<file path="src/sv/rdpu_pkg.sv">
// Shared types and constants of the row delta prediction undo block.
package rdpu_pkg;

	// Sample depth codes.
	localparam logic [1:0] DEPTH_8  = 2'd0;
	localparam logic [1:0] DEPTH_16 = 2'd1;
	localparam logic [1:0] DEPTH_32 = 2'd2;

	// Register indexes on the configuration port.
	localparam logic [1:0] REG_SAMPLE_DEPTH     = 2'd0;
	localparam logic [1:0] REG_COLUMN_COUNT     = 2'd1;
	localparam logic [1:0] REG_ROWS_PER_CHANNEL = 2'd2;

	// Largest row in samples; also the depth of each plane store memory.
	localparam int MAX_COLUMNS = 4096;

	localparam int COL_W   = 13;
	localparam int ROW_W   = 16;
	localparam int POS_W   = 14;
	localparam int LEN_W   = 15;

	// Steps of the serial position divider, one per bit of the byte position.
	localparam logic [3:0] DIV_LAST = 4'(POS_W - 1);

	// Job queue between front and back.
	localparam int Q_DEPTH = 4;
	localparam int Q_PTR_W = 2;
	localparam int Q_CNT_W = 3;

	typedef struct packed {
		logic [1:0]        depth;
		logic [COL_W-1:0]  cols;
		logic [ROW_W-1:0]  rows;
	} cfg_t;

	// One emitting input: up to four restored bytes, most significant first.
	typedef struct packed {
		logic [1:0]      last_idx;
		logic [3:0][7:0] bytes;
		logic            row_end;
		logic            channel_end;
	} job_t;

endpackage

</file>
<file path="src/sv/rdpu_queue.sv">
// Short job queue that decouples the front from the back.
module rdpu_queue (
	input  logic           clk,
	input  logic           arst_n,
	input  logic           push,
	input  rdpu_pkg::job_t din,
	output logic           full,
	input  logic           pop,
	output rdpu_pkg::job_t dout,
	output logic           empty
);
	import rdpu_pkg::*;

	job_t               slots [Q_DEPTH];
	logic [Q_PTR_W-1:0] wr_q;
	logic [Q_PTR_W-1:0] rd_q;
	logic [Q_CNT_W-1:0] cnt_q;
	logic               do_push;
	logic               do_pop;

	assign full    = cnt_q == Q_CNT_W'(Q_DEPTH);
	assign empty   = cnt_q == '0;
	assign do_push = push && !full;
	assign do_pop  = pop && !empty;
	assign dout    = slots[rd_q];

	always_ff @(posedge clk) begin
		if (do_push) begin
			slots[wr_q] <= din;
		end
	end

	always_ff @(posedge clk or negedge arst_n) begin
		if (!arst_n) begin
			wr_q  <= '0;
			rd_q  <= '0;
			cnt_q <= '0;
		end else begin
			if (do_push) begin
				wr_q <= wr_q + Q_PTR_W'(1);
			end
			if (do_pop) begin
				rd_q <= rd_q + Q_PTR_W'(1);
			end
			case ({do_push, do_pop})
				2'b10:   cnt_q <= cnt_q + Q_CNT_W'(1);
				2'b01:   cnt_q <= cnt_q - Q_CNT_W'(1);
				default: cnt_q <= cnt_q;
			endcase
		end
	end

endmodule

</file>
<file path="config.mk">
export PLATFORM = sky130hd
export DESIGN_NAME = rdpu_queue
export DESIGN_NICKNAME = d
export VERILOG_FILES = /design/src/sv/rdpu_pkg.sv /design/src/sv/rdpu_queue.sv
export SDC_FILE = /design/constraint.sdc
export NUM_CORES = 1
export LEC_CHECK = 0
export BUFFER_PORTS_ARGS = -buffer_cell sky130_fd_sc_hd__buf_4
export CAP_MARGIN = 5
export CELL_PAD_IN_SITES_DETAIL_PLACEMENT = 0
export CELL_PAD_IN_SITES_GLOBAL_PLACEMENT = 1
export CORE_UTILIZATION = 50
export CTS_CLUSTER_SIZE = 10
export DETAILED_ROUTE_END_ITERATION = 8
export HOLD_SLACK_MARGIN = 0.12
export PLACE_DENSITY = 0.85
export SYNTH_ARGS = -nofsm -noshare
export SYNTH_HDL_FRONTEND = slang
export SYNTH_SLANG_ARGS = --single-unit
</file>
<file path="constraint.sdc">
create_clock -name clk -period 2.6 [get_ports clk]
set_clock_uncertainty 0.05 [all_clocks]
set_input_delay 0.52 -clock clk [delete_from_list [all_inputs] [get_ports clk]]
set_output_delay 0.52 -clock clk [all_outputs]
set_load 0.01 [all_outputs]
</file>
; ---- Word-level counts from Yosys, hierarchy flattened
; Memories as Yosys holds them, arrays and structs flattened.
; Index checks and enable logic that the tools add are counted.
[classes]
addsub = 4
eq_ne = 3
mux = 3
reduce_logical = 6
[op_table]
columns = op, n
row1 = 3-bit case mux with 2 select lines, 1
row2 = 2-bit by 1-bit adder with 2-bit output (second input constant), 2
row3 = 3-bit by 1-bit adder with 3-bit output (second input constant), 1
row4 = 3-bit equality test (second input constant), 1
row5 = 3-bit zero test, 1
row6 = 3-bit by 1-bit subtractor with 3-bit output (second input constant), 1
row7 = 2-bit by 1-bit equality test with 1-bit output (second input constant), 1
row8 = 2-bit equality test (second input constant), 1
row9 = 1-bit logical AND, 2
row10 = 1-bit zero test, 2
row11 = 1-bit 2-to-1 mux, 2
row12 = 2-bit nonzero test, 1
[totals]
regBits = 7
mem_bits_rw = 144
inputBits = 40
out_inout_bits = 38
word_cells = 20
memories = 1
[mem_list]
columns = memory, words, word_bits, rd, rd_ports_with_merged_regs, write_ports, line_no
row1 = slots, 4, 36, 1, 0, 1, rdpu_queue.sv:14  ; job_t slots [Q_DEPTH];

; ---- Longest topological paths before layout
[depth]
ltp_word = 5
depth_mapped = 9
depth_no_buf = 9

; ---- Worst setup path after synthesis
; No wires, ideal clock.
[synth_path]
path_kind = register to register
from = register cnt_q[2]
to = memory slots[0][0] (netlist bit) (enable)
setup_ns = 0.397
arrival_ns = 1.718
required_ns = 2.153
path_slack_ns = 0.436
path_stages_with_launch = 4
n_path_buf = 0
synth_period_minus_slack_ns = 2.164
path_cell_list = dfrtp_1 -> nor3b_2 -> nor2b_2 -> and2_1
[synth_between]
elab_chain_cells = 5
[synth_rtl]
columns = item, line_no
row1 = start: declaration, rdpu_queue.sv:17  ; logic [Q_CNT_W-1:0] cnt_q;
row2 = start signal: assignment, rdpu_queue.sv:46  ; 2'b10: cnt_q <= cnt_q + Q_CNT_W'(1);
row3 = start signal: assignment, rdpu_queue.sv:47  ; 2'b01: cnt_q <= cnt_q - Q_CNT_W'(1);
row4 = start signal: assignment, rdpu_queue.sv:48  ; default: cnt_q <= cnt_q;
row5 = 3-bit equality test, rdpu_queue.sv:21  ; assign full = cnt_q == Q_CNT_W'(Q_DEPTH);
row6 = named net full, rdpu_queue.sv:7  ; output logic full,
row7 = 1-bit zero test, rdpu_queue.sv:23  ; assign do_push = push && !full;
row8 = 1-bit logical AND, rdpu_queue.sv:23
row9 = 1-bit 2-to-1 mux, rdpu_queue.sv:28  ; if (do_push) begin
row10 = 1-bit 2-to-1 mux (implied by the code), rdpu_queue.sv:29  ; slots[wr_q] <= din;
row11 = end: declaration, rdpu_queue.sv:14
; The timed path passes the listed nets, and every way through them passes these cells.

==> insert_results.sql <==
INSERT INTO impl_metrics (metric_group, metric, value, unit) VALUES
('status', 'status', 'completed', ''),
('placement', 'io_buffer_count', '77', ''),
('synthesis', 'synth.cell_area', '0.005635', 'mm^2'),
('synthesis', 'synth.distinct_cells', '21', ''),
('synthesis', 'postSynthCellCount', '225', ''),
('routing', 'wl_final', '9216', 'um'),
('grt', 'track_usage', '0.1768', ''),
('routing', 'remaining_drc_errors', '0', ''),
('job', 'drv.max_cap_violation_count', '0', ''),
('final_layout', 'layout.cell_area.non_filler', '0.007073', 'mm^2'),
('clock_tree', 'cts_tree', 'yes', ''),
('grt', 'grt_max_degree', '37', ''),
('grt', 'wire_length_of_the_first_global_routing_pass', '14320', 'um'),
('die', 'die_w', '108.2', 'um'),
('final_layout', 'design.final.nets', '369', ''),
('die', 'design.core.area', '0.01089', 'mm^2'),
('worst_setup_path', 'cp.required', '2030', 'ps'),
('synthesis', 'synth.yosys.seq_area_share', '0.7984', ''),
('power', 'total_leakage_power', '2.477', 'nW'),
('worst_setup_path', 'cp_top_family', 'flip-flops', ''),
('sta', 'max_freq', '0.4017', 'GHz'),
('synthesis', 'ys_dominant_reg_cell', 'sky130_fd_sc_hd__edfxtp_1', ''),
('final_layout', 'layout.filler_cells', '705', ''),
('sta', 'setup_violations', '0', ''),
('worst_setup_path', 'cp-startpoint', 'rd_q[1]', ''),
('die', 'design.die.area', '0.01170', 'mm^2'),
('synthesis', 'synth.net_count', '271', ''),
('worst_setup_path', 'crit_path_top_delay_cell', 'sky130_fd_sc_hd__dfrtp_2', ''),
('die', 'design.portCount', '78', ''),
('worst_setup_path', 'cp.depth', '3', ''),
('routing', 'post_detailed_route_wirelength_per_cell', '19.36', 'um'),
('sta', 'timing.setup.tns', '0', 'ps'),
('clock_tree', 'later_pin_clock_latency_in_the_skew_report', '520', 'ps'),
('final_layout', 'final-seq-area', '0.004504', 'mm^2'),
('synthesis', 'most_frequently_used_cell_type_in_the_post_synthesis_netlist', 'sky130_fd_sc_hd__edfxtp_1', ''),
('sta', 'tightest_slew', '447.3', 'ps'),
('die', 'fp-row-count', '38', ''),
('clock_tree', 'cts-buffers-inserted', '17', ''),
('synthesis', 'synth.top_cell.area_share', '0.7673', ''),
('placement', 'gp_congestion', '0.6671', ''),
('sta', 'final-max-slew-violation-count', '0', ''),
('die', 'initial_util', '0.5176', ''),
('grt', 'grt-ovfl-total', '0', ''),
('routing', 'post_drt_via_cell_ratio', '5.315', ''),
('synthesis', 'netlist_top_cells_count', 'sky130_fd_sc_hd__edfxtp_1 (144), sky130_fd_sc_hd__mux4_2 (36), sky130_fd_sc_hd__dfrtp_1 (7)', ''),
('power', 'max-vdd-ir-drop', '0.0006666', 'V'),
('worst_setup_path', 'r2r_setup_slack', '520', 'ps'),
('worst_setup_path', 'startpoint_type', 'flop', ''),
('grt', 'antenna_violations_before_repair', '0', ''),
('worst_setup_path', 'worst-setup-path-type', 'flop to primary output', ''),
('clock_tree', 'h_tree_lvls', '4', ''),
('clock_tree', 'clk_transition_reported_paths', '60', 'ps'),
('placement', 'dp_hpwl', '5321', 'um'),
('worst_hold_path', 'min_path_type', 'input port to flop', ''),
('routing', 'route.vias.total', '2530', ''),
('routing', 'drtIter0Drc', '98', ''),
('synthesis', 'yosys_warnings', '0', ''),
('final_layout', 'final_layout_size_suffix_gt1_frac', '0.4732', ''),
('final_layout', 'antenna_cells', '0', ''),
('die', 'die_h', '108.2', 'um'),
('synthesis', 'synth_register_bits', '151', ''),
('clock_tree', 'cts.sink_count', '151', ''),
('routing', 'antenna_violating_nets_post_route', '0', ''),
('sta', 'layout_min_cycle_time', '2490', 'ps'),
('worst_setup_path', 'crit-reg2reg-launch', 'cnt_q[0]', ''),
('synthesis', 'synth_enable_flop_cells', '144', ''),
('routing', 'drt_first_pass_iters', '4', ''),
('clock_tree', 'cts_root_buf', 'sky130_fd_sc_hd__clkbuf_8', ''),
('worst_setup_path', 'critPathMaxStageDelay', '640', 'ps'),
('placement', 'placed_area', '0.006457', 'mm^2'),
('synthesis', 'syn_area_per_cell', '25.05', 'um^2');
repair_timing:
item,4_1_cts,5_1_grt
setup buffers,2,0
hold buffers,1,0
resized for setup,1,0
endpoints found under the hold margin,7,0
endpoints found under the setup margin,26,0
worst register-to-register path: stages, from the launching register on:
cell and delay [ps]:
sky130_fd_sc_hd__dfrtp_1 450, sky130_fd_sc_hd__nor3b_2 260, sky130_fd_sc_hd__nor2b_2 120, sky130_fd_sc_hd__inv_1 80
sky130_fd_sc_hd__ha_1 200, sky130_fd_sc_hd__inv_1 70, sky130_fd_sc_hd__fa_1 370, sky130_fd_sc_hd__xor2_1 150
sky130_fd_sc_hd__nor2_1 110, sky130_fd_sc_hd__xor2_1 160
worst min path at each step:
| stage | depth (start not counted) | to | startpoint |
|---|---|---|---|
| final | 1 | slots[2][1] | din[1] |
| after global routing | 1 | slots[2][31] | din[31] |
| after CTS | 1 | slots[3][21] | din[21] |
| after detailed placement | 1 | cnt_q[2] | arst_n |
| after global placement | 1 | wr_q[0] | arst_n |
| after floorplan | 0 | cnt_q[0] | arst_n |
through the flow:
step	setup WS, ps	hold WS [ps]	instances
2_1_floorplan	435.6	174.4	225
3_3_place_gp	423.1	291.3	441
3_5_place_dp	404.2	293.7	441
4_1_cts	45.32	128.0	476
5_1_grt	22.19	123.3	476
6_report	110.5	150.2	476
per-layer routing:
| layer | wire length, um | track usage | vias to the layer above | part of all wire |
|---|---|---|---|---|
| li1 | - | - | 1137 | - |
| met1 | 3743 | 0.2086 | 1311 | 0.41 |
| met2 | 4847 | 0.2916 | 65 | 0.53 |
| met3 | 460 | 0.06269 | 17 | 0.050 |
| met4 | 163 | 0.08121 | 0 | 0.018 |
| met5 | 0 | 0 | - | 0 |
cell usage in the layout (no fill, tap or decap):
cell and instances:
sky130_fd_sc_hd__edfxtp_1 144, sky130_fd_sc_hd__buf_4 78, sky130_fd_sc_hd__mux4_2 36, sky130_fd_sc_hd__clkbuf_16 16, sky130_fd_sc_hd__buf_12 8, sky130_fd_sc_hd__inv_1 6, sky130_fd_sc_hd__ha_1 5, sky130_fd_sc_hd__clkinvlp_4 5
sky130_fd_sc_hd__dfrtp_1 5, sky130_fd_sc_hd__and2_2 4, sky130_fd_sc_hd__xnor2_1 3, sky130_fd_sc_hd__xor2_1 3, sky130_fd_sc_hd__clkinv_1 3, sky130_fd_sc_hd__bufinv_16 3, sky130_fd_sc_hd__clkinv_2 2, sky130_fd_sc_hd__nor3_1 1
sky130_fd_sc_hd__o31a_1 1, sky130_fd_sc_hd__nor3b_2 1, sky130_fd_sc_hd__nor2b_2 1, sky130_fd_sc_hd__mux2i_1 1, sky130_fd_sc_hd__mux2_2 1, sky130_fd_sc_hd__nand2_1 1, sky130_fd_sc_hd__nor2_1 1, sky130_fd_sc_hd__fa_1 1
sky130_fd_sc_hd__clkbuf_8 1, sky130_fd_sc_hd__inv_6 1, sky130_fd_sc_hd__clkbuf_1 1, sky130_fd_sc_hd__dlygate4sd3_1 1, sky130_fd_sc_hd__dfrtp_4 1, sky130_fd_sc_hd__dfrtp_2 1
sequential cells by signal, summed over array words and instances, names as in the netlist:
register,flops
slots,144
cnt_q,3
rd_q,2
wr_q,2
cell families after synthesis:
| kind of cell | after synthesis | share of synthesized area |
|---|---|---|
| buffers and inverters | 14 | 0.01798 |
| AO/OA/AOI/OAI | 1 | 0.001554 |
| multiplexers | 38 | 0.1476 |
| XOR/XNOR | 6 | 0.009327 |
| flip-flops | 151 | 0.7984 |
| AND/OR/NAND/NOR | 9 | 0.01043 |
| adder cells (fa/ha/maj) | 6 | 0.01465 |
area by class of cell:
type | count | share of cell area
Inverter | 6 | 0.003184
Sequential cell | 151 | 0.6368
Tap cell | 140 | 0.02477
Timing Repair Buffer | 87 | 0.1068
Clock buffer | 18 | 0.05908
Multi-Input combinational cell | 60 | 0.1470
Clock inverter | 14 | 0.02229
power by group:
group	total, mW	switching (mW)	internal (mW)	leakage (nW)
Combinational	2.55	1.16	1.39	0.813
Sequential	3.45	0.215	3.23	1.40
Clock	2.33	0.886	1.45	0.266
Note: power is estimated with default switching activity, not from simulation.
