**config.mk**
```make
export PLATFORM = sky130hd
export DESIGN_NAME = rdpu_back
export DESIGN_NICKNAME = d
export VERILOG_FILES = /design/src/sv/rdpu_pkg.sv /design/src/sv/rdpu_back.sv
export SDC_FILE = /design/constraint.sdc
export NUM_CORES = 1
export LEC_CHECK = 0
export BUFFER_PORTS_ARGS = -buffer_cell sky130_fd_sc_hd__buf_2
export CAP_MARGIN = 25
export CORE_ASPECT_RATIO = 1.2
export CORE_MARGIN = 5
export CORE_UTILIZATION = 35
export DETAILED_ROUTE_END_ITERATION = 10
export PLACE_DENSITY = 0.73
export SYNTH_ARGS = -nofsm -noshare
export SYNTH_HDL_FRONTEND = slang
export SYNTH_SLANG_ARGS = --single-unit
```
**constraint.sdc**
```tcl
create_clock -name clk -period 1.25 [get_ports clk]
set_input_delay 0 -clock clk [delete_from_list [all_inputs] [get_ports clk]]
set_output_delay 0 -clock clk [all_outputs]
set_load 0.005 [all_outputs]
```
**src/sv/rdpu_pkg.sv**
```systemverilog
// Shared types and constants of the row delta prediction undo block.
package rdpu_pkg;

	// Sample depth codes.
	localparam logic [1:0] DEPTH_8  = 2'd0;
	localparam logic [1:0] DEPTH_16 = 2'd1;
	localparam logic [1:0] DEPTH_32 = 2'd2;

	// Register indexes on the configuration port.
	localparam logic [1:0] REG_SAMPLE_DEPTH     = 2'd0;
	localparam logic [1:0] REG_COLUMN_COUNT     = 2'd1;
	localparam logic [1:0] REG_ROWS_PER_CHANNEL = 2'd2;

	// Largest row in samples; also the depth of each plane store memory.
	localparam int MAX_COLUMNS = 4096;

	localparam int COL_W   = 13;
	localparam int ROW_W   = 16;
	localparam int POS_W   = 14;
	localparam int LEN_W   = 15;

	// Steps of the serial position divider, one per bit of the byte position.
	localparam logic [3:0] DIV_LAST = 4'(POS_W - 1);

	// Job queue between front and back.
	localparam int Q_DEPTH = 4;
	localparam int Q_PTR_W = 2;
	localparam int Q_CNT_W = 3;

	typedef struct packed {
		logic [1:0]        depth;
		logic [COL_W-1:0]  cols;
		logic [ROW_W-1:0]  rows;
	} cfg_t;

	// One emitting input: up to four restored bytes, most significant first.
	typedef struct packed {
		logic [1:0]      last_idx;
		logic [3:0][7:0] bytes;
		logic            row_end;
		logic            channel_end;
	} job_t;

endpackage

```
**src/sv/rdpu_back.sv**
```systemverilog
// Back part: splits each job into restored bytes and drives the result register.
module rdpu_back (
	input  logic           clk,
	input  logic           arst_n,
	input  logic           q_empty,
	input  rdpu_pkg::job_t q_head,
	output logic           q_pop,
	output logic           empty,
	input  logic           pop,
	output logic [7:0]     out_byte,
	output logic           last_of_run,
	output logic           row_end,
	output logic           channel_end
);
	import rdpu_pkg::*;

	logic [1:0] idx_q;
	logic       out_valid_q;
	logic [7:0] out_byte_q;
	logic       last_q;
	logic       row_end_q;
	logic       channel_end_q;
	logic       load;
	logic       take;
	logic       is_last;

	assign load    = !out_valid_q || pop;
	assign take    = load && !q_empty;
	assign is_last = idx_q == q_head.last_idx;
	assign q_pop   = take && is_last;

	always_ff @(posedge clk or negedge arst_n) begin
		if (!arst_n) begin
			idx_q       <= '0;
			out_valid_q <= 1'b0;
		end else if (load) begin
			out_valid_q <= !q_empty;
			if (take) begin
				idx_q <= is_last ? 2'd0 : idx_q + 2'd1;
			end
		end
	end

	always_ff @(posedge clk) begin
		if (take) begin
			out_byte_q    <= q_head.bytes[idx_q];
			last_q        <= is_last;
			row_end_q     <= is_last && q_head.row_end;
			channel_end_q <= is_last && q_head.channel_end;
		end
	end

	assign empty       = !out_valid_q;
	assign out_byte    = out_byte_q;
	assign last_of_run = last_q;
	assign row_end     = row_end_q;
	assign channel_end = channel_end_q;

	a_idx_in_job: assert property (@(posedge clk) disable iff (!arst_n)
		!q_empty |-> (idx_q <= q_head.last_idx)) else $error("byte index past job");

endmodule

```
After elaboration in Yosys (flattened, before gate mapping):

Index checks and enable logic that the tools add are counted.

* word-level logic and storage cells: 20
* register bits after elaboration: 14
* output and inout port bits: 13

* add/subtract/negate cells: 1
* eq/ne operators: 1
* mux-type cells: 3
* order comparisons: 1
* reductions and logical operators: 8

Operator list (count)
* 8-bit binary-select mux with 2-bit select: 1
* 8-bit 2-to-1 mux: 1
* 1-bit logical AND: 4
* 2-bit by 3-bit < comparator with 1-bit output (second input constant): 1
* 2-bit by 1-bit adder with 2-bit output (second input constant): 1
* 2-bit equality test: 1
* 1-bit logical NOT: 2
* 2-bit 2-to-1 mux: 1
* 2-bit AND reduction: 1
* 1-bit logical OR: 1

Logic depth before layout (Yosys ltp):

Gate-level depths: netlist (run 1).

* depth after elaboration: 4
* mapped depth: 3
* depth with buffers taken out: 3

Worst setup path after synthesis (run 1):

No wires, ideal clock.

* path kind: register to register
* start point: reg out_valid_q
* end point: reg channel_end_q (netlist: channel_end), enable pin
* arrival: 0.981 ns
* setup slack: -0.110 ns
* required time: 0.871 ns
* cell stages (with the launch flop): 3
* clock period less this slack: 1.360 ns
* path through: dfrtp_1 -> nor2b_4 -> nor2_1

* cells in the longest elaborated chain, start to end: 3

Ends and longest elaborated chain
* start, declared: RTL line rdpu_back.sv:18 `logic out_valid_q;`
* start signal, assigned: RTL line rdpu_back.sv:37 `out_valid_q <= !q_empty;`
* 1-bit logical NOT: RTL line rdpu_back.sv:27 `assign load = !out_valid_q || pop;`
* 1-bit logical OR: RTL line rdpu_back.sv:27
* 1-bit logical AND: RTL line rdpu_back.sv:28 `assign take = load && !q_empty;`
* via take: RTL line rdpu_back.sv:24 `logic take;`
* end signal, assigned: RTL line rdpu_back.sv:49 `channel_end_q <= is_last && q_head.channel_end;`
* end, declared: RTL line rdpu_back.sv:22 `logic channel_end_q;`

The timed path passes the listed nets, and every way through them passes these cells.
A chain may end at the register's enable or synchronous reset.

Final worst setup path (run 1):

* start point: reg idx_q[0]
* end point: out q_pop

* cells in the longest elaborated chain, start to end: 2

Ends and longest elaborated chain
* start, declared: RTL line rdpu_back.sv:17 `logic [1:0] idx_q;`
* start signal, assigned: RTL line rdpu_back.sv:39 `idx_q <= is_last ? 2'd0 : idx_q + 2'd1;`
* 2-bit equality test: RTL line rdpu_back.sv:29 `assign is_last = idx_q == q_head.last_idx;`
* 1-bit logical AND: RTL line rdpu_back.sv:30 `assign q_pop = take && is_last;`
* end, declared: RTL line rdpu_back.sv:7 `output logic q_pop,`

Every way passes these cells.

==> results by group, run 1 <==
Yosys
  • Post-synth top area cell: edfxtp_1
  • Async set or reset register ratio after synthesis: 0.214
  • Register area share after synthesis: 0.554
  • Post-Syn Area: about 730 um^2
  • Synth cell types: 20
  • Post-synth EDFFs: 11
  • Mapped Cells: 44
  • Commonest cells in the netlist: edfxtp_1, mux4_2, dfrtp_1, o21ai_0
  • Synth Net Count: 84
  • Synthesized flop and latch total: 14
  • Top-count cell post-synth: edfxtp_1
  • Main flop type after synthesis: edfxtp_1
  • Post-synth top area share: 0.451
  • Avg Synthesized Cell Area: about 17 um^2
  • Top cells by area, synth: edfxtp_1, mux4_2, dfrtp_1
  • Warnings from Yosys: 0

Worst setup path
  • Worst path bufs/invs: 2
  • Critical path class: reg -> out
  • WP data arrival: 1.41 ns
  • WP depth: 4
  • Worst EP required: 1.25 ns
  • CP startpoint kind: flop
  • Worst path slowest cell: dfrtp_2
  • Delay-heaviest family, CP: flip-flops
  • Worst-path cell chain: buf_6, xor2_2, nor4_1, buf_2
  • CP Max Fanout: 5
  • Worst Setup End Kind: output port
  • CP max stage delay: 0.45 ns
  • Reg2Reg Depth: 5

Pwr
  • Peak supply drop: 0.928 mV
  • Power Dens Cells: 1690 mW/mm^2
  • Total power: 1.99 mW
  • Leak Pwr: 0.531 nW

STA
  • Setup violators final: 13
  • RSZ-0062 raised after global routing: yes
  • Worst-Margin Slew: 0.341 ns
  • Fmax: 0.711 GHz
  • Max-slew violations: 0
  • Final period util: 1.12
  • Final worst slack: -0.156 ns
  • Slew HR: 0.772
  • Clk_skew: 0.00708 ns
  • Fin crit period: between 1 and 1.5 ns
  • Setup tns final: -0.741 ns
  • Hold WS: 0.0422 ns
  • Final Hold Violating Endpoints: 0

Routing
  • Wire length per cell: between 15 and 20 um
  • Total Wirelength: 1940 um
  • Post-route ant nets: 0
  • # DRC: 0
  • Via count: 651
  • Via/cell ratio: 5.05
  • Initial drt markers: 27
  • DRT Pass-1 Iters: 4

Floorplanning
  • CORE AREA: around 0.0020 mm^2
  • Die height: about 60 um
  • Row cnt: 18
  • Die span in x: 51.7 um
  • Initial Util: 0.361
  • IO Pins: 53
  • Die area: 0.00311 mm^2

Clocking
  • Htree depth: 1
  • Clock Path Buffers: 2
  • CTS Root Cell: clkbuf_4
  • Clk Latency, worst-skew pair: 0.27 ns
  • CTS tree: done
  • Clk sinks: 14
  • CTS buffer count: 3
  • Worst-path clk slew: roughly 0.07 ns

Place
  • Pre-CTS worst setup slack: -0.0960 ns
  • Post-DP Area: 0.00107 mm^2
  • # port buffers: 52
  • Routability cong.: 0.679
  • Dpl cells: 119

Global route
  • Overall routing resource usage: 0.120
  • Total global routing overflow: 0
  • Initial antenna violation count: 0
  • Vias in the first global route: ~630
  • Largest net degree at the start of global routing: 12
  • First-pass GRT wire length: 2730 um

Finish
  • Final #Nets: 150
  • Post-route cell area: 0.00118 mm^2
  • Ant. Diodes: 0
  • Final instance count without filler cells: ~130
  • Post-Route Utilization: 0.581
  • Share of cells above drive strength 1: 0.706
  • Area Growth Syn to Fin: 60.9%

Outcome
  • Failing checks: setup timing
  • Status: finished with violations

Flow run
  • Max cap viols: 0

Worst hold path
  • Hold depth: 2
  • Hold crit path type: in -> reg
[final timing paths]
path / startpoint / endpoint / slack (ns)
max: idx_q[0] / q_pop / -0.16
min: q_head[1] / row_end / 0.04
max reg2reg: idx_q[0] / row_end / -0.07
min reg2reg: idx_q[1] / idx_q[1] / 0.71
max in group asynchronous: arst_n / idx_q[0] / 1.06
min in group asynchronous: arst_n / idx_q[1] / 0.05
[power breakdown]
part / internal, mW / switching [mW]
clock network: 0.124 / 0.133
logic: 0.623 / 0.378
registers: 0.672 / 0.0613
[per-layer routing]
metal,vias up,track usage,wire length (um)
met4,0,0.0787,19
met3,2,0.0175,167
met5,-,0,0
met1,311,0.144,710
met2,33,0.198,1040
li1,305,-,-
[sequential cells by signal, summed over array words and instances (netlist names)]
register / flops
out_byte: 8
idx_q: 2
channel_end: 1
last_of_run: 1
out_valid_q: 1
row_end: 1
[repair_timing]
action | 4_1_cts | 5_1_grt
resized for setup | 4 | 6
hold buffers | 4 | 0
setup buffers | 1 | 1
setup endpoints to repair | 14 | 13
endpoints found under the hold margin | 5 | 0
pin swaps | 1 | 4
[cell type report]
type | count | area [um^2]
flip-flops and latches | 14 | 407
well taps | 20 | 25.0
fillers | 177 | 850
clock buffers | 4 | 26.3
repair buffers | 63 | 389
multi-input cells | 27 | 327
inverters | 1 | 3.75
[placed cells by master, fill, tap and decap left out]
master	synthesis	final
dlygate4sd3_1	0	4
xor2_2	0	1
or4_1	1	1
clkbuf_1	0	1
clkbuf_4	0	3
nor2b_1	1	1
o21ai_2	0	1
o21ai_0	3	3
and2_1	2	1
nor2_4	0	1
inv_1	1	1
buf_2	1	52
xor2_1	2	1
nand2b_1	2	2
nand3b_1	1	1
edfxtp_1	11	11
buf_12	0	2
nor2b_4	1	1
nor4_1	1	1
mux4_2	7	8
and2_4	0	1
nand3_1	1	1
dfrtp_1	3	2
buf_6	1	3
buf_4	0	2
or3_1	1	1
nor2_2	0	1
dfrtp_2	0	1
[cells by family (layout without fill, tap and decap cells)]
group,after synthesis,count (layout),synth area share
and+or+nand+nor,13,13,0.116
xor gates and xnor gates,2,2,0.0239
buffers and inverters,3,68,0.0273
muxes,8,8,0.251
AOI/OAI and AO/OA,4,4,0.0273
DFF,14,14,0.554
Power figures use the tool's default switching activity.
==> inputs of run 2 (changes only) <==
--- a/config.mk
+++ b/config.mk
@@ -5,13 +5,14 @@
 export SDC_FILE = /design/constraint.sdc
 export NUM_CORES = 1
 export LEC_CHECK = 0
+export ABC_AREA = 1
 export BUFFER_PORTS_ARGS = -buffer_cell sky130_fd_sc_hd__buf_2
 export CAP_MARGIN = 25
 export CORE_ASPECT_RATIO = 1.2
 export CORE_MARGIN = 5
-export CORE_UTILIZATION = 35
+export CORE_UTILIZATION = 36
 export DETAILED_ROUTE_END_ITERATION = 10
-export PLACE_DENSITY = 0.73
+export PLACE_DENSITY = 0.74
 export SYNTH_ARGS = -nofsm -noshare
 export SYNTH_HDL_FRONTEND = slang
 export SYNTH_SLANG_ARGS = --single-unit
==> run 2 against run 1 <==
Compared with the run above: the run now ends clean; largest power group unchanged; clock-buffer cell count did not move; largest cell class unchanged; combinational power about the same; utilization rose by 0.85 points; register-to-register slack gained 0.08 ns; via count increased by 32%; setup slack improved by 0.17 ns; worst hold slack lost 0.0096 ns; critical path type is now reg -> reg; total power up 0.91%.
==> results by group, run 2 <==
Yosys
  • Top-count cell post-synth: nor2_1
  • Main flop type after synthesis: edfxtp_1
  • Avg Synthesized Cell Area: 8.97 um^2 (-46%)
  • Synth cell types: 15 (-25%)
  • Post-Syn Area: 781 um^2 (+6.7%)
  • Mapped Cells: 87 (+98%)
  • Commonest cells in the netlist: nor2_1, o21ai_0, edfxtp_1
  • Register area share after synthesis: 0.519 (-0.0346)
  • Async set or reset register ratio after synthesis: 0.214 (unchanged)
  • Warnings from Yosys: 0 (unchanged)
  • Post-synth top area share: 0.423 (-0.0282)
  • Synthesized flop and latch total: 14 (unchanged)
  • Post-synth top area cell: edfxtp_1
  • Synth Net Count: 127 (+51%)
  • Post-synth EDFFs: 11 (unchanged)
  • Top cells by area, synth: edfxtp_1, o21ai_0, dfrtp_1

Worst setup path
  • Worst Setup End Kind: flop
  • Worst EP required: 1.29 ns (+0.04 ns)
  • Critical path class: reg -> reg
  • Reg2Reg Depth: 4 (-1)
  • CP Max Fanout: 8 (+3)
  • Reg2reg end: out_byte[7]
  • Worst R2R Start: idx_q[0]
  • CP startpoint kind: flop
  • WP data arrival: 1.28 ns (-0.13 ns)
  • Flop-to-flop setup slack: 0.01 ns (+0.08 ns)
  • Setup crit start: idx_q[0]
  • CP endpoint: out_byte[7]

STA
  • Final Hold Violating Endpoints: 0 (unchanged)
  • Setup violators final: 0 (-13)
  • Max-slew violations: 0 (unchanged)
  • RSZ-0062 raised after global routing: yes
  • Final worst slack: 0.00977 ns (+0.166 ns)
  • Fmax: 0.806 GHz (+13%)
  • Fin crit period: 1.24 ns (-0.166 ns)
  • Slew HR: 0.882 (+0.110)
  • Worst-Margin Slew: 0.175 ns (-0.166 ns)
  • Final period util: 0.992 (-0.133)
  • Clk_skew: 0.00402 ns (-0.00306 ns)
  • Hold WS: 0.0326 ns (-0.00958 ns)

Routing
  • Total Wirelength: 2330 um (+20%)
  • Initial drt markers: 21 (-22%)
  • DRT Pass-1 Iters: 4 (unchanged)
  • # DRC: 0 (unchanged)
  • Post-route ant nets: 0 (unchanged)
  • Via/cell ratio: 4.64 (-8.0%)
  • Wire length per cell: 12.6 um (-16%)
  • Via count: 859 (+32%)

Pwr
  • Peak supply drop: 0.688 mV (-26%)
  • Power Dens Cells: 1640 mW/mm^2 (-2.7%)
  • Leak Pwr: 0.608 nW (+15%)

Clocking
  • Htree depth: 1 (unchanged)
  • CTS Root Cell: clkbuf_4
  • Clock Path Buffers: 2 (unchanged)
  • CTS tree: done
  • Clk sinks: 14 (unchanged)
  • Worst-path clk slew: 0.09 ns (+0.02 ns)
  • Clk Latency, worst-skew pair: 0.28 ns (about the same)
  • CTS buffer count: 3 (unchanged)

Floorplanning
  • CORE AREA: 0.00207 mm^2 (+2.2%)
  • Die height: 61.0 um (+1.5%)
  • Initial Util: 0.377 (+0.0157)
  • Row cnt: 18 (unchanged)
  • Die area: 0.00320 mm^2 (+3.0%)
  • Die span in x: 52.5 um (+1.5%)
  • IO Pins: 53 (unchanged)

Finish
  • Final #Nets: 196 (+31%)
  • Most frequent cells in the layout: buf_2, nor2_1, edfxtp_1, buf_4, o21ai_0
  • Area Growth Syn to Fin: 56.4%
  • Commonest non-fill, non-tap cell in the layout: buf_2
  • Share of cells above drive strength 1: 0.529 (-0.177)
  • Post-route cell area: 0.00122 mm^2 (+3.7%)
  • Ant. Diodes: 0 (unchanged)
  • Flip-flop count of the largest register after layout: 8 (unchanged)

Worst hold path
  • Hold depth: 3 (+1)
  • Hold crit path type: in -> reg

Place
  • Pre-CTS worst setup slack: 0.0681 ns (+0.164 ns)
  • DP HPWL: 1710 um
  • Post-DP Area: 0.00107 mm^2 (+0.82%)
  • Routability cong.: 0.789 (+16%)
  • # port buffers: 52 (unchanged)

Outcome
  • Status: completed

Global route
  • Overall routing resource usage: 0.148 (+0.0282)
  • Largest net degree at the start of global routing: 18 (+6)
  • First-pass GRT wire length: 3510 um (+29%)
  • Vias in the first global route: 856 (+36%)
  • Initial antenna violation count: 0 (unchanged)
  • Total global routing overflow: 0 (unchanged)

Flow run
  • Max cap viols: 0 (unchanged)
## run 2: per-layer routing
metal,wire [um],vias to the layer above,global-route usage
met5,0,-,0
li1,-,430,-
met2,1190,39,0.271
met3,217,4,0.0218
met1,867,386,0.160
met4,53,0,0.0876
## run 2: layout make-up
class	count	area (um^2)
Clock buffer	4	26.3
Fill cell	192	851
Inverter	10	42.5
Multi-Input combinational cell	59	303
Sequential cell	14	408
Tap cell	30	37.5
Timing Repair Buffer	68	404
## run 2: how the worst min path moves through the flow
stage / start / end / slack (ns)
after floorplan: arst_n / idx_q[0] / -0.30
after global placement: arst_n / out_valid_q / -0.20
after detailed placement: arst_n / out_valid_q / -0.19
after CTS: q_head[1] / row_end / 0.01
after global routing: q_head[1] / row_end / 0.03
final: q_head[1] / row_end / 0.03
## run 2: per-stage QoR
stage	setup TNS (ns)	total power [mW]	instances	utilization
floorplan	0	1.31	87	-
CTS	-0.0668	1.91	182	0.569
finish	0	2.01	185	0.589
global placement	0	1.48	170	0.519
global route	-0.137	2.16	185	0.589
detailed placement	0	1.51	170	0.519
## run 2: repair_timing
action,CTS,global route
pin swaps,2,4
hold buffers,3,0
buffers inserted,5,3
hold endpoints to repair,4,0
setup endpoints to repair,1,8
gates resized for setup,6,11
## run 2: critical path, cell delays in order (launching register included)
cell	delay (ns)
dfrtp_2	0.46
buf_4	0.16
buf_4	0.16
o21ai_1	0.13
o22ai_1	0.09
## run 2: logic make-up after synthesis
family,count (synthesis),synth area share
AOI/OAI and AO/OA,26,0.189
xor gates and xnor gates,1,0.0112
and+or+nand+nor,32,0.163
DFF,14,0.519
buffers and inverters,14,0.117
## run 2: report_power, final
part | leakage, nW | total [mW] | switching [mW] | internal [mW]
Clock | 0.0150 | 0.272 | 0.148 | 0.124
Combinational | 0.454 | 1.00 | 0.509 | 0.491
Sequential | 0.139 | 0.737 | 0.0674 | 0.670
Total | 0.608 | 2.01 | 0.724 | 1.28
